[src/mpool_fifo.sv]
// ----------------------------------------------------------------------------
// mpool_fifo
// Small synchronous queue of packed words.
// ----------------------------------------------------------------------------
module mpool_fifo #(
   parameter int WIDTH = 8,
   parameter int DEPTH = 2
) (
   input  logic             clock,
   input  logic             reset,
   input  logic             push,
   input  logic [WIDTH-1:0] din,
   output logic             full,
   input  logic             pop,
   output logic [WIDTH-1:0] dout,
   output logic             empty
);
   localparam int PW = (DEPTH > 1) ? $clog2(DEPTH) : 1;
   localparam int CW = $clog2(DEPTH + 1);

   logic [WIDTH-1:0] mem [DEPTH];
   logic [PW-1:0]    wp_ff, rp_ff;
   logic [CW-1:0]    cnt_ff;
   logic             do_push, do_pop;

   assign full    = (cnt_ff == CW'(DEPTH));
   assign empty   = (cnt_ff == '0);
   assign do_push = push && !full;
   assign do_pop  = pop && !empty;
   assign dout    = mem[rp_ff];

   always_ff @(posedge clock) begin
      if (do_push) begin
         mem[wp_ff] <= din;
      end
   end

   always_ff @(posedge clock) begin
      if (reset) begin
         wp_ff  <= '0;
         rp_ff  <= '0;
         cnt_ff <= '0;
      end else begin
         if (do_push) begin
            wp_ff <= (wp_ff == PW'(DEPTH - 1)) ? '0 : wp_ff + 1'b1;
         end
         if (do_pop) begin
            rp_ff <= (rp_ff == PW'(DEPTH - 1)) ? '0 : rp_ff + 1'b1;
         end
         if (do_push && !do_pop) begin
            cnt_ff <= cnt_ff + 1'b1;
         end else if (do_pop && !do_push) begin
            cnt_ff <= cnt_ff - 1'b1;
         end
      end
   end
endmodule

[config.mk]
export PLATFORM = sky130hd
export DESIGN_NAME = mpool_fifo
export DESIGN_NICKNAME = d
export VERILOG_FILES = /design/src/mpool_fifo.sv
export SDC_FILE = /design/constraint.sdc
export NUM_CORES = 1
export LEC_CHECK = 0
export ABC_AREA = 1
export ABC_CLOCK_PERIOD_IN_PS = 3630
export BUFFER_PORTS_ARGS = -buffer_cell sky130_fd_sc_hd__buf_4
export CAP_MARGIN = 5
export CORE_MARGIN = 2
export CORE_UTILIZATION = 53
export DETAILED_ROUTE_END_ITERATION = 7
export GPL_ROUTABILITY_DRIVEN = 0
export PLACE_DENSITY = 0.8
export SYNTH_ARGS = -nofsm -noshare
export SYNTH_HDL_FRONTEND = slang
export SYNTH_SLANG_ARGS = --single-unit
[constraint.sdc]
create_clock -name clock -period 3.63 [get_ports clock]
set_clock_uncertainty 0.2 [all_clocks]
set_input_delay 0.5445 -clock clock [delete_from_list [all_inputs] [get_ports clock]]
set_output_delay 0.5445 -clock clock [all_outputs]
set_load 0.02 [all_outputs]
== Yosys cells after proc, flatten, opt, wreduce, memory -nomap -nowiden ==
Memories as Yosys holds them, arrays and structs flattened. A register that Yosys moved wholly into a read port is not among the register bits.
Cells that the tools add are included.

* Add/subtract/negate cells: 4
* Eq/ne operators: 1
* Muxes and demuxes: 8
* Reduce and logical (&&, ||, !) cells: 10

{| class="wikitable"
|+ Operators with widths
! operator !! count
|-
| two-way mux 1 bit || 6
|-
| logical AND 1 bit || 4
|-
| logical NOT 1 bit || 4
|-
| two-way mux 2 bit || 2
|-
| adder 1 bit, second input constant || 2
|-
| adder 2 x 1 -> 2 bit, second input constant || 1
|-
| == test 2 bit, second input constant || 1
|-
| logical NOT 2 bit || 1
|-
| nonzero test 2 bit || 1
|-
| subtractor 2 x 1 -> 2 bit, second input constant || 1
|}

* Flip-flop bits (word level): 4
* RAM bits: 16
* Input bits: 12
* Output and inout port bits: 10
* Word-level logic and storage cells: 27
* Memories kept: 1

{| class="wikitable"
|+ Memories
! memory !! depth !! bits a word !! read ports !! clocked after Yosys merged registers in !! write ports !! line !! RTL
|-
| mem || 2 || 8 || 1 || 1 || 1 || 21 || <nowiki>logic [WIDTH-1:0] mem [DEPTH];</nowiki>
|}

== Depth between registers and ports, before layout ==
* Word-level depth: 7
* Gate-level depth with buffers: 10
* Mapped depth without buffers: 10

== Least setup slack after synthesis ==
No wires, ideal clock.

* Kind: register -> output
* Start: register with a tool-made name
* End: output port dout[0]
* Data arrival time: 0.853 ns
* Required time: 2.885 ns
* Slack: 2.032 ns
* Stages on the path, launching flop included: 3
* Path buffers: 1
* Cells stage by stage: dfxtp_1 -> buf_2 -> mux2_2

{| class="wikitable"
|+ RTL lines
! what !! line !! RTL
|-
| to (decl) || 15 || <nowiki>output logic [WIDTH-1:0] dout,</nowiki>
|}

==> impl_metrics.csv <==
group,metric,value,unit
clock_network,cts-resized-gates,0,
yosys,synth_top_area_share,58.01,%
global_route,grt_pass1_vias,505,
power_and_ir_drop,p_leak,0.4234,nW
power_and_ir_drop,power_density,677.7,nW/um2
setup_path,crit_arrival,1.36,ns
yosys,ys_ff_latch,21,
power_and_ir_drop,p_int,0.4642,mW
yosys,synthCells,62,
yosys,synth_flop_cell,"edfxtp_1",
global_route,antenna_found_initial,0,
power_and_ir_drop,pwr-share-comb,35.6,%
clock_network,cts_buffer_depth,2,
timing,setup_viol,0,
yosys,ys_top_cells_by_count,"edfxtp_1, nor2_1, mux2_2, inv_1, dfxtp_1",
floorplan,ioPinCount,22,
timing,post-route-period-util,57.96,%
floorplan,coreArea,1489,um2
global_route,grt_overflow,0,
yosys,synth_cell_type_count,16,
yosys,synth-adder-area-share,1.511,%
timing,rsz0062_at_grt,"no",
place,place_area,1001,um2
route,via_count,501,
worst_hold_path,hold_depth,1,
yosys,async_flop_share,0,%
yosys,postSynthAreaPerCell,13.36,um2
clock_network,clock_sinks,21,
route,drcViolationCount,0,
setup_path,start_kind,"flip-flop",
clock_network,clock_latency,0.29,ns
worst_hold_path,hold_class,"in -> reg",
floorplan,fp-row-count,14,
timing,relSlewSlack,53.88,%
power_and_ir_drop,pwr-share-clk,15.4,%
outcome,status,"complete, no violations",
timing,finalCriticalPeriod,2.104,ns
floorplan,die_y,43.53,um
yosys,yosys-mux-area-fraction,10.88,%
job,maxCapViolations,0,
power_and_ir_drop,p_switching,0.2319,mW
route,routed_via_density,4.912,
yosys,ys_seq_area_share,70.09,%
floorplan,die_x,43.53,um
clock_network,cts_setup_buffers,0,
setup_path,cp_max_fo,8,
place,hpwl,975,um
setup_path,cpMaxStageDelayCell,"dfxtp_1",
finish,nFillCells,119,
clock_network,cts_tree,"done",
setup_path,cpPeakStageDelay,0.54,ns
yosys,ys_warn_count,0,
yosys,yosys.area_share.simple,8.308,%
clock_network,htreeDepth,1,
route,wl,1.274,mm
timing,tns,0,ns
route,drt_pass1_iterations,3,
clock_network,cts-hold-fix-buffers,0,
finish,drive_above_1_share,43.02,%
timing,hold_viol,0,
yosys,yosysMostFrequentCell,"edfxtp_1",
setup_path,rr_worst_depth,2,
timing,slew_violations,0,
clock_network,clkTransAtPathRegs,0.11,ns
yosys,synthTopCellsByArea,"edfxtp_1, dfxtp_1, mux2_2",
yosys,synth_top_area_cell,"edfxtp_1",
yosys,synthesis.nets,75,
finish,fin_area,1027,um2
timing,tightest_slew,0.6892,ns
route,drtIter0Drc,2,
setup_path,path_cells,"mux2_2 -> buf_4",
setup_path,worst_ep_required_time,2.89,ns
route,post_drt_wl_per_cell,12.49,um
finish,antenna_cells,0,
yosys,synth_edf_count,16,
floorplan,start_util,55.63,%
yosys,netlist_area,828.3,um2
global_route,grt_max_degree,12,
yosys,synth-xor-area-share,0,%
global_route,grt_pass1_wl,2.076,mm
place,io_buffers,21,
power_and_ir_drop,pwr-share-seq,49.1,%
clock_network,cts_buffers,3,
timing,fmax,475.3,MHz
global_route,track_usage,15.49,%
setup_path,path_class,"reg -> out",
power_and_ir_drop,ir_drop,0.3614,mV
finish,nets,100,
yosys,synth_top_family_by_area,"multiplexers",
power_and_ir_drop,swShare,33.32,%
finish,area_delta_synth_final,24.02,%
clock_network,cts_root_buf,"clkbuf_4",
setup_path,end_kind,"output pin",
route,ant_nets,0,
yosys,synth_compound_area_share,4.532,%
floorplan,die_area,1895,um2
stage by stage:
| step | setup slack (ns) | hold slack [ns] | instances | power (mW) | utilization (%) |
|---|---|---|---|---|---|
| 3_3_place_gp | 1.819 | 0.2967 | 98 | 0.5887 | 67.23 |
| 4_1_cts | 1.506 | 0.2230 | 102 | 0.7048 | 68.99 |
| 5_1_grt | 1.453 | 0.2138 | 102 | 0.7425 | 68.99 |
| 6_report | 1.526 | 0.2297 | 102 | 0.6962 | 68.99 |
| 2_1_floorplan | 2.032 | 0.2741 | 62 | 0.5089 | - |
| 3_5_place_dp | 1.774 | 0.3049 | 98 | 0.5983 | 67.23 |
power by group through the flow:
stage,combinational (mW),clock [mW],sequential (mW)
after detailed placement,0.250,0,0.348
after floorplan,0.177,0,0.332
after global routing,0.275,0.119,0.349
after global placement,0.243,0,0.346
after CTS,0.251,0.111,0.343
final,0.248,0.107,0.342
critical path: cells and delay by family (launching register included):
kind	cells	cell delay [ns]
DFF	1	0.54
buffers and inverters	1	0.16
muxes	1	0.38
sequential cells by signal (all words and copies together), names as in the netlist, named ones only:
name    flops
rp_ff       1
wp_ff       1
cnt_ff      2
mem        16
routing by layer:
| metal | up-vias | routed length (um) | share of wire (%) | GRT usage (%) |
|---|---|---|---|---|
| li1 | 259 | - | - | - |
| met1 | 229 | 545 | 43 | 17.46 |
| met5 | - | 0 | 0 | 0 |
| met2 | 11 | 657 | 52 | 26.87 |
| met3 | 2 | 63 | 4.9 | 4.583 |
| met4 | 0 | 8 | 0.63 | 7.273 |
worst paths after layout:
check	startpoint	end	slack, ns
max	flip-flop	dout[1]	1.53
min	din[5]	mem[0][5]	0.23
max reg2reg	cnt_ff[0]	mem[1][1]	1.86
min reg2reg	wp_ff	wp_ff	0.32
layout make-up:
type	count	area (um2)	share of cell area, %
multi-input combinational	31	209.0	20.34
clock buffer	4	26.28	2.558
tap	16	20.02	1.949
inverter	9	33.78	3.289
timing repair buffer	21	157.7	15.35
sequential	21	580.6	56.52
layout by cell type (no fill, tap or decap):
master,synthesis,final
nand4_1,1,1
nor2_1,9,9
nand3_1,1,1
nand2_1,4,4
o21ai_1,1,1
inv_2,2,2
o21ai_0,2,2
clkbuf_4,0,3
and2_4,1,1
mux2_2,8,8
edfxtp_1,16,16
clkbuf_1,0,1
a21oi_1,1,1
dfxtp_1,5,5
buf_4,0,21
o21ai_2,2,2
inv_1,7,7
ha_1,1,1
cell families (layout without fill, tap and decap cells):
logic type               Yosys count  after routing
flip-flops                        21             21
AND/OR/NAND/NOR                   16             16
buffers and inverters             10             34
multiplexers                       8              8
AO/OA/AOI/OAI                      6              6
adder cells (fa/ha/maj)            1              1
Note: power is estimated with default switching activity, not from simulation.
