<file path="src/mpool_pkg.sv">
// ----------------------------------------------------------------------------
// mpool_pkg
// Shared types and constants of the streaming max-pool block.
// ----------------------------------------------------------------------------
package mpool_pkg;

   localparam int DATA_W = 16;
   localparam int FRAC   = 20;

   localparam logic [2:0] CSR_IN_HEIGHT   = 3'd0;
   localparam logic [2:0] CSR_IN_WIDTH    = 3'd1;
   localparam logic [2:0] CSR_CHANNELS    = 3'd2;
   localparam logic [2:0] CSR_KERNEL_SIZE = 3'd3;
   localparam logic [2:0] CSR_STRIDE      = 3'd4;
   localparam logic [2:0] CSR_PAD         = 3'd5;

   typedef logic signed [13:0] sidx_type;

   // clamped geometry
   typedef struct packed {
      logic [10:0] h;
      logic [10:0] w;
      logic [10:0] ch;
      logic [3:0]  k;
      logic [3:0]  s;
      logic [2:0]  p;
   } geo_type;

   // one classified sample, handed from front to back
   typedef struct packed {
      logic signed [DATA_W-1:0] v;
      logic [9:0]  chan;
      logic [9:0]  r;
      logic [10:0] x;
      logic [11:0] jlo;
      logic [11:0] jhi;
      logic [11:0] ilo;
      logic [11:0] ihi;
      sidx_type    rs0;
      sidx_type    cs0;
      logic [3:0]  jm;
   } cmd_type;

   typedef struct packed {
      logic signed [DATA_W-1:0] pooled;
      logic [9:0]  chan;
      logic [10:0] row;
      logic [10:0] col;
      logic        last;
   } res_type;

   // ceil(2^FRAC / s) for s = 1..8
   function automatic logic [20:0] s_recip(input logic [3:0] s);
      logic [20:0] r;
      case (s)
         4'd1:    r = 21'd1048576;
         4'd2:    r = 21'd524288;
         4'd3:    r = 21'd349526;
         4'd4:    r = 21'd262144;
         4'd5:    r = 21'd209716;
         4'd6:    r = 21'd174763;
         4'd7:    r = 21'd149797;
         default: r = 21'd131072;
      endcase
      return r;
   endfunction

   // floor(num / s) by reciprocal multiply, exact for num < 4096
   function automatic logic [11:0] div_small(input logic [11:0] num, input logic [3:0] s);
      logic [32:0] prod;
      prod = {21'd0, num} * {12'd0, s_recip(s)};
      return prod[FRAC +: 12];
   endfunction

endpackage

</file>
<file path="src/mpool_front.sv">
// ----------------------------------------------------------------------------
// mpool_front
// Accepts samples, tracks the raster position and finds the window range.
// ----------------------------------------------------------------------------
module mpool_front import mpool_pkg::*; #(
   parameter int MAX_KERNEL = 8
) (
   input  logic                     clock,
   input  logic                     reset,
   input  geo_type                  geo,
   input  logic                     req_push,
   input  logic signed [DATA_W-1:0] req_sample,
   output logic                     req_full,
   output logic                     cq_push,
   output cmd_type                  cq_data,
   input  logic                     cq_full
);
   localparam logic [20:0] MK_RECIP = 21'(((1 << FRAC) + MAX_KERNEL - 1) / MAX_KERNEL);

   typedef enum logic [1:0] {F_IDLE, F_DIV, F_FIN, F_PUSH} fstate_type;
   fstate_type st_ff;

   logic [10:0] col_ff;
   logic [9:0]  row_ff, chan_ff;
   logic signed [DATA_W-1:0] v_ff;
   logic [9:0]  r_ff, c_ff;
   logic [10:0] x_ff;
   logic [11:0] num_ff [4];
   logic [11:0] q_ff [4];
   sidx_type    oh_ff, ow_ff;
   logic [11:0] jlo_ff, jhi_ff, ilo_ff, ihi_ff;
   sidx_type    rs0_ff, cs0_ff;
   logic [32:0] mk_ff;
   logic        have_ff;

   sidx_type    rp, xp, lo_r, lo_c, span_h, span_w, jhi_s, ihi_s;
   sidx_type    jm_s;
   logic        accept;
   logic [11:0] col_in;
   logic [10:0] row_in;
   logic [10:0] chan_in;

   assign accept   = (st_ff == F_IDLE) && req_push;
   assign req_full = (st_ff != F_IDLE);

   always_comb begin
      rp     = sidx_type'(row_ff) + sidx_type'(geo.p);
      xp     = sidx_type'(col_ff) + sidx_type'(geo.p);
      lo_r   = rp - sidx_type'(geo.k) + 14'sd1;
      lo_c   = xp - sidx_type'(geo.k) + 14'sd1;
      if (lo_r < 0) lo_r = '0;
      if (lo_c < 0) lo_c = '0;
      lo_r   = lo_r + sidx_type'(geo.s) - 14'sd1;
      lo_c   = lo_c + sidx_type'(geo.s) - 14'sd1;
      span_h = sidx_type'(geo.h) + sidx_type'({geo.p, 1'b0}) - sidx_type'(geo.k);
      span_w = sidx_type'(geo.w) + sidx_type'({geo.p, 1'b0}) - sidx_type'(geo.k);
      jhi_s  = sidx_type'(q_ff[0]);
      ihi_s  = sidx_type'(q_ff[2]);
      if (jhi_s > oh_ff - 14'sd1) jhi_s = oh_ff - 14'sd1;
      if (ihi_s > ow_ff - 14'sd1) ihi_s = ow_ff - 14'sd1;
      jm_s   = sidx_type'(jlo_ff) - sidx_type'(mk_ff[FRAC +: 12] * 12'(MAX_KERNEL));
      col_in  = {1'b0, col_ff} + 12'd1;
      row_in  = {1'b0, row_ff} + 11'd1;
      chan_in = {1'b0, chan_ff} + 11'd1;
   end

   // output size tracks the configuration
   always_ff @(posedge clock) begin
      oh_ff <= (span_h < 0) ? '0 : sidx_type'(div_small(span_h[11:0], geo.s)) + 14'sd1;
      ow_ff <= (span_w < 0) ? '0 : sidx_type'(div_small(span_w[11:0], geo.s)) + 14'sd1;
   end

   always_ff @(posedge clock) begin
      if (reset) begin
         st_ff   <= F_IDLE;
         col_ff  <= '0;
         row_ff  <= '0;
         chan_ff <= '0;
         have_ff <= 1'b0;
      end else begin
         case (st_ff)
            F_IDLE: begin
               if (accept) begin
                  v_ff      <= req_sample;
                  r_ff      <= row_ff;
                  x_ff      <= col_ff;
                  c_ff      <= chan_ff;
                  num_ff[0] <= rp[11:0];
                  num_ff[1] <= lo_r[11:0];
                  num_ff[2] <= xp[11:0];
                  num_ff[3] <= lo_c[11:0];
                  if (col_in >= {1'b0, geo.w}) begin
                     col_ff <= '0;
                     if (row_in >= geo.h) begin
                        row_ff  <= '0;
                        chan_ff <= (chan_in >= geo.ch) ? '0 : chan_in[9:0];
                     end else begin
                        row_ff <= row_in[9:0];
                     end
                  end else begin
                     col_ff <= col_in[10:0];
                  end
                  st_ff <= F_DIV;
               end
            end
            F_DIV: begin
               for (int n = 0; n < 4; n++) begin
                  q_ff[n] <= div_small(num_ff[n], geo.s);
               end
               st_ff <= F_FIN;
            end
            F_FIN: begin
               jlo_ff  <= q_ff[1];
               ilo_ff  <= q_ff[3];
               jhi_ff  <= jhi_s[11:0];
               ihi_ff  <= ihi_s[11:0];
               have_ff <= (sidx_type'(q_ff[1]) <= jhi_s) && (sidx_type'(q_ff[3]) <= ihi_s);
               mk_ff   <= {21'd0, q_ff[1]} * {12'd0, MK_RECIP};
               rs0_ff  <= sidx_type'(q_ff[1] * 12'(geo.s)) - sidx_type'(geo.p);
               cs0_ff  <= sidx_type'(q_ff[3] * 12'(geo.s)) - sidx_type'(geo.p);
               st_ff   <= F_PUSH;
            end
            F_PUSH: begin
               if (!have_ff || !cq_full) begin
                  st_ff <= F_IDLE;
               end
            end
            default: st_ff <= F_IDLE;
         endcase
      end
   end

   assign cq_push = (st_ff == F_PUSH) && have_ff && !cq_full;

   always_comb begin
      cq_data.v    = v_ff;
      cq_data.chan = c_ff;
      cq_data.r    = r_ff;
      cq_data.x    = x_ff;
      cq_data.jlo  = jlo_ff;
      cq_data.jhi  = jhi_ff;
      cq_data.ilo  = ilo_ff;
      cq_data.ihi  = ihi_ff;
      cq_data.rs0  = rs0_ff;
      cq_data.cs0  = cs0_ff;
      cq_data.jm   = jm_s[3:0];
   end
endmodule

</file>
<file path="config.mk">
export PLATFORM = sky130hd
export DESIGN_NAME = mpool_front
export DESIGN_NICKNAME = d
export VERILOG_FILES = /design/src/mpool_pkg.sv /design/src/mpool_front.sv
export SDC_FILE = /design/constraint.sdc
export NUM_CORES = 2
export LEC_CHECK = 0
export ABC_CLOCK_PERIOD_IN_PS = 23100
export BUFFER_PORTS_ARGS = -buffer_cell sky130_fd_sc_hd__buf_4
export CELL_PAD_IN_SITES_DETAIL_PLACEMENT = 2
export CELL_PAD_IN_SITES_GLOBAL_PLACEMENT = 2
export CORE_ASPECT_RATIO = 0.5
export CORE_UTILIZATION = 46
export DETAILED_ROUTE_END_ITERATION = 12
export PLACE_DENSITY_LB_ADDON = 0.1
export SLEW_MARGIN = 20
export SYNTH_ARGS = -nofsm -noshare
export SYNTH_HDL_FRONTEND = slang
export SYNTH_SLANG_ARGS = --single-unit
export TNS_END_PERCENT = 100
</file>
<file path="constraint.sdc">
create_clock -name clock -period 23.1 [get_ports clock]
set_input_delay 4.62 -clock clock [delete_from_list [all_inputs] [get_ports clock]]
set_output_delay 4.62 -clock clock [all_outputs]
set_load 0.01 [all_outputs]
</file>
==> Word level (Yosys, flattened, before mapping) <==
Memory sizes are Yosys's and may differ from the RTL's.
Cells that the tools add are included.
{ "word_totals": {"reg_bits": 185, "ramBits": 96, "in_bits": 64, "out_inout_bits": 129, "word_cells": 110, "mem_count": 2} }
{ "memory_table": {"columns": ["memory", "depth", "word_bits", "read_ports", "rd_ports_with_merged_regs", "write_ports", "line", "source"], "rows": [
  ["num_ff", 4, 12, 4, 0, 4, "mpool_front.sv:28", "logic [11:0] num_ff [4];"],
  ["q_ff", 4, 12, 4, 0, 4, "mpool_front.sv:29", "logic [11:0] q_ff [4];"]
]} }
{ "classes": {"add_sub_neg": 24, "mul": 8, "magnitude_cmp": 11, "eq_ne": 12, "muxes": 20, "n_bitwise": 1, "n_reduce_logical": 15} }
{ "ops": {"columns": ["operator", "count"], "rows": [
  ["$mul A12 B21 Y32", 6],
  ["$pmux W21 S7", 1],
  ["$mux W21", 2],
  ["$lt A13 B1 Y1 const B", 3],
  ["$sub A12 B4 Y13", 3],
  ["$gt A13 B14 Y1", 2],
  ["$le A13 B14 Y1", 2],
  ["$mul A12 B4 Y14", 2],
  ["$mux W14", 2],
  ["$sub A14 B2 Y14 const B", 2],
  ["$sub A14 B4 Y14", 2],
  ["$add A12 B1 Y13 const B", 2],
  ["$add A11 B4 Y12", 2],
  ["$add A12 B5 Y12", 2],
  ["$mux W12", 2],
  ["$sub A12 B2 Y12 const B", 2],
  ["$add A10 B1 Y11 const B", 2],
  ["$ge A11 B11 Y1", 2],
  ["$mux W10", 2],
  ["$eq A4 B3 Y1 const B", 4],
  ["$add A13 B2 Y14 const B", 1],
  ["$lt A14 B1 Y1 const B", 1],
  ["$add A12 B2 Y13 const B", 1],
  ["$add A11 B1 Y12 const B", 1],
  ["23 further kinds", 40]
]} }

==> Logic depth before layout (Yosys ltp) <==
{ "depth": {"word_depth": 7, "depth_mapped": 38} }

==> Worst setup path before layout <==
No wires, ideal clock.
{ "synth_timing": {"path_kind": "input to register", "from": "input port geo[1] (netlist name)", "to": "register oh_ff[11]", "setup_ns": 0.128, "t_arrival_ns": 13.041, "path_slack_ns": 9.931, "path_stages": 34, "n_path_buf": 0, "path_cell_list": "inv_1 -> fa_1 -> inv_1 -> ha_1 -> a21o_1 -> a21oi_1 -> o21bai_1 -> a21oi_1 -> o21ai_0 -> a21oi_1 -> o21bai_1 -> a21oi_1 -> xor2_1 -> nand2_1 -> fa_1 -> inv_1 -> fa_1 -> fa_1 -> fa_1 -> inv_1 -> fa_1 -> inv_1 -> ha_1 -> a21oi_1 -> o221ai_1 -> a2111oi_0 -> nor2_1 -> o21ai_0 -> o31a_1 -> nand3_1 -> or4_4 -> nor4b_2 -> xnor2_1 -> nor2_1"} }
{ "synth_via": {"elab_chain_cells": 4} }
{ "synth_rtl": {"columns": ["element", "line", "source"], "rows": [
  ["start, declared", "mpool_front.sv:10", "input geo_type geo,"],
  ["$add A11 B4 Y12 (*)", "mpool_front.sv:55", "span_h = sidx_type'(geo.h) + sidx_type'({geo.p, 1'b0}) - sidx_type'(geo.k);"],
  ["$sub A12 B4 Y13 (*)", "mpool_front.sv:55", null],
  ["$mul A12 B21 Y32", "mpool_pkg.sv:71", "prod = {21'd0, num} * {12'd0, s_recip(s)};"],
  ["$add A12 B1 Y13", "mpool_front.sv:69", "oh_ff <= (span_h < 0) ? '0 : sidx_type'(div_small(span_h[11:0], geo.s)) + 14'sd1;"],
  ["end signal, assigned", "mpool_front.sv:69", null],
  ["end, declared", "mpool_front.sv:30", "sidx_type oh_ff, ow_ff;"]
]} }
Every way passes the cells marked *; elsewhere a longest branch is shown, timed or not.
A chain may end at the register's enable or synchronous reset.

==> Final worst setup path <==
{ "layout_timing": {"from": "input port geo[0] (netlist name)", "to": "register oh_ff[11]"} }
The elaborated chain is that of the path after synthesis.

==> metrics.csv <==
metric;value;unit
kind of end point of the critical path;register;
overall power;5.523;mW
post-cts repair resize count;0;
maximum VDD drop;0.1158;mV
Residual DRC;0;
GRT Util Overall;36.44;%
initial core utilization;46.47;%
clk slew on worst S/H paths;80;ps
NetSw;2.933;mW
initial antenna violation count;6;
crit-path max cell delay;700;ps
Num CTS Buffers;31;
Worst Setup Start Kind;primary input;
Syn Nets;8209;
Bufs on Longest Clock Path;3;
clk_lat worst skew;650;ps
final instance area;0.06437;mm²
worst reg2reg startpoint;ow_ff[4];
Cells after Synth;6363;
internal power;2.591;mW
vias in the first global route;55292;
Worst Setup SP;geo[0];
kind of critical path;primary input to register;
Final Skew;18.95;ps
met1 Resource Use GR;47.35;%
global-route wire length before repair;356200;µm
CTS tree;done;
grt ovf;0;
Final WS setup;8756;ps
Area contributors post-synth;fa_1, ha_1, edfxtp_1;
H-tree depth;1;
layout cells sized above 1;5.752;%
Site Rows;93;
status;completed;
Syn Area/Cell;9.416;µm²
placed inst area;0.06324;mm²
Switching Share;53.10;%
routed vias/inst;5.690;
fin crit period;14340;ps
CP max-delay cell;a2111oi_0;
GR Layer Usage met3;5.348;%
count of pins over their slew limit;0;
Hold Path Depth;0;
total number of vias;46450;
area of the die;0.1318;mm²
number of flops mapped to enable cells by yosys;218;
Hold Path Class;register to register;
routed length per placed instance;28.98;µm
Peak Freq;0.06971;GHz
Most Crowded Layer GR;met2;
register bit total from synthesis;278;
CORE AREA;0.1289;mm²
Arrival @ worst endpoint;14840;ps
PD cells;85.81;mW/mm²
Post-CTS Setup Bufs;0;
Netlist cell types;82;
worst reg-to-reg setup slack;15470;ps
Leak Pwr;33.29;nW
die height;257.2;µm
Clock power frac;10.5;%
Flop pwr share;17.2;%
CP Max Fanout;8;
GPL Wtd Cong;0.9423;
top_reg_cell synth;edfxtp_1;
post-synthesis cell area;0.05992;mm²
worst-margin pin slew;1160;ps
Final Hold Slack;533.9;ps
final setup vio count;0;
routed wire length;236600;µm
Port Buf Inserts;191;
fill cell count;13553;
Pre-antenna DRT Iters;5;
Required @ worst endpoint;23590;ps
Worst R2R End;have_ff;
Final nets;8272;
Clock Sinks;278;
cells on worst reg2reg path;26;
final worst-path cycle share;62.10;%
Seq/Total Area, Yosys;12.93;%
post-synth top area share;38.49;%
Combinational Power Share;72.2;%
setup_tns;0;ps
Die Width;512.4;µm
clock root cell;clkbuf_16;
pre-CTS setup slack;8209;ps
largest net degree at the start of global routing;64;
Area growth syn-to-layout;7.430;%
First DRT Iteration DRCs;2935;
Hold Crit Endpoint;c_ff[1];
Synth warnings;0;
GR Util met2;62.98;%
post-DP HPWL;195600;µm
hold_sp;chan_ff[1];
Slew headroom;22.66;%
IO Pins;193;
RSZ-0062 raised after global routing;false;
hold buffers post-CTS;0;
most frequent cell on the critical path;fa_1;
Final ANT Viol Nets;0;
Synth area leader;fa_1;
Post-synth ARST share;0;%
max_cap viols;0;
Hold Violations, Final;0;
## metal layers
metal | part of all wire, % | vias up | wire length, µm
met5 | 0.0097 | - | 23
met4 | 3.2 | 4 | 7551
met3 | 5.8 | 432 | 13760
met2 | 49 | 1463 | 116300
met1 | 42 | 24930 | 98900
li1 | - | 19621 | -
## final cells by class
cell class / instances / area (µm²) / share of cell area [%]
inverters: 1567 / 5882 / 9.138
clock inverters: 23 / 306.5 / 0.4762
well taps: 1710 / 2140 / 3.324
clock buffers: 34 / 818.3 / 1.271
multi-input cells: 4300 / 45610 / 70.85
diodes: 3 / 7.507 / 0.01166
flip-flops and latches: 278 / 7747 / 12.04
repair buffers: 248 / 1862 / 2.892
## worst max path at each step
stage                 to  slack, ps  cells past startpoint
3_3_place_gp    ow_ff[8]       8540                     33
2_1_floorplan  oh_ff[11]       9930                     34
4_1_cts        oh_ff[11]       8810                     35
6_report       oh_ff[11]       8760                     35
5_1_grt        oh_ff[11]       8100                     35
3_5_place_dp   oh_ff[11]       8210                     35
## sequential cells by signal, summed over array words and instances (netlist names)
name	flops
c_ff	10
chan_ff	10
col_ff	11
cs0_ff	14
have_ff	1
ihi_ff	12
ilo_ff	12
jhi_ff	12
jlo_ff	12
num_ff	47
oh_ff	13
ow_ff	13
q_ff	48
r_ff	10
row_ff	10
rs0_ff	14
st_ff	2
v_ff	16
x_ff	11
## power groups by stage
stage / logic, mW / clock network, mW / registers (mW)
6_report: 3.99 / 0.582 / 0.951
5_1_grt: 4.37 / 0.602 / 0.953
4_1_cts: 3.99 / 0.588 / 0.941
3_5_place_dp: 3.91 / 0 / 0.950
3_3_place_gp: 3.57 / 0 / 0.938
2_1_floorplan: 2.54 / 0 / 0.835
## synthesized netlist by cell type (33+ instances only)
library cell and count:
a21o_1 69, edfxtp_1 218, and2_1 307, nor3_1 57, xor2_1 97, dfxtp_1 60
nand2b_1 39, nand2_1 604, o21ai_0 96, nand3_1 58, xnor2_1 195, ha_1 630
nor2b_1 33, nand4_1 37, clkbuf_1 205, a21oi_1 160, inv_1 1567, nor2_1 287
fa_1 1152, and3_1 135
## critical path: cells and delay by family
family	cells	cell delay, ps
xor gates and xnor gates	2	760
and+or+nand+nor	6	1690
adders and majority gates	8	3620
AOI/OAI and AO/OA	13	3450
buffers and inverters	6	670
## cells in the final DEF, fill, tap and decap left out, types with 32 or more instances in the layout
master,netlist,routed
and2_1,307,307
inv_1,1567,1567
nor2_1,287,279
a21o_1,69,69
nand2_1,604,603
ha_1,630,630
nand4_1,37,37
nand2b_1,39,39
clkbuf_16,0,32
xnor2_1,195,194
dfxtp_1,60,60
o21ai_0,96,94
buf_4,4,248
nand3_1,58,58
a21oi_1,160,159
fa_1,1152,1152
nor3_1,57,52
and3_1,135,134
xor2_1,97,95
edfxtp_1,218,218
## through the flow
| stage | instances | util, % |
|---|---|---|
| final | 8163 | 49.93 |
| after global routing | 8160 | 49.92 |
| after CTS | 8160 | 49.92 |
| after detailed placement | 8103 | 49.05 |
| after global placement | 8103 | 49.05 |
| after floorplan | 6363 | - |
## logic make-up (layout without fill, tap and decap cells)
logic type | Yosys count | after routing | synth area share [%]
other | 1 | 4 | 0.006259
adder cells (fa/ha/maj) | 1783 | 1783 | 51.66
AND/OR/NAND/NOR | 1669 | 1669 | 13.69
AO/OA/AOI/OAI | 525 | 525 | 5.693
XOR/XNOR | 292 | 292 | 4.268
buffers and inverters | 1785 | 1872 | 11.22
multiplexers | 30 | 30 | 0.5283
flip-flops | 278 | 278 | 12.93
Power figures use the tool's default switching activity.
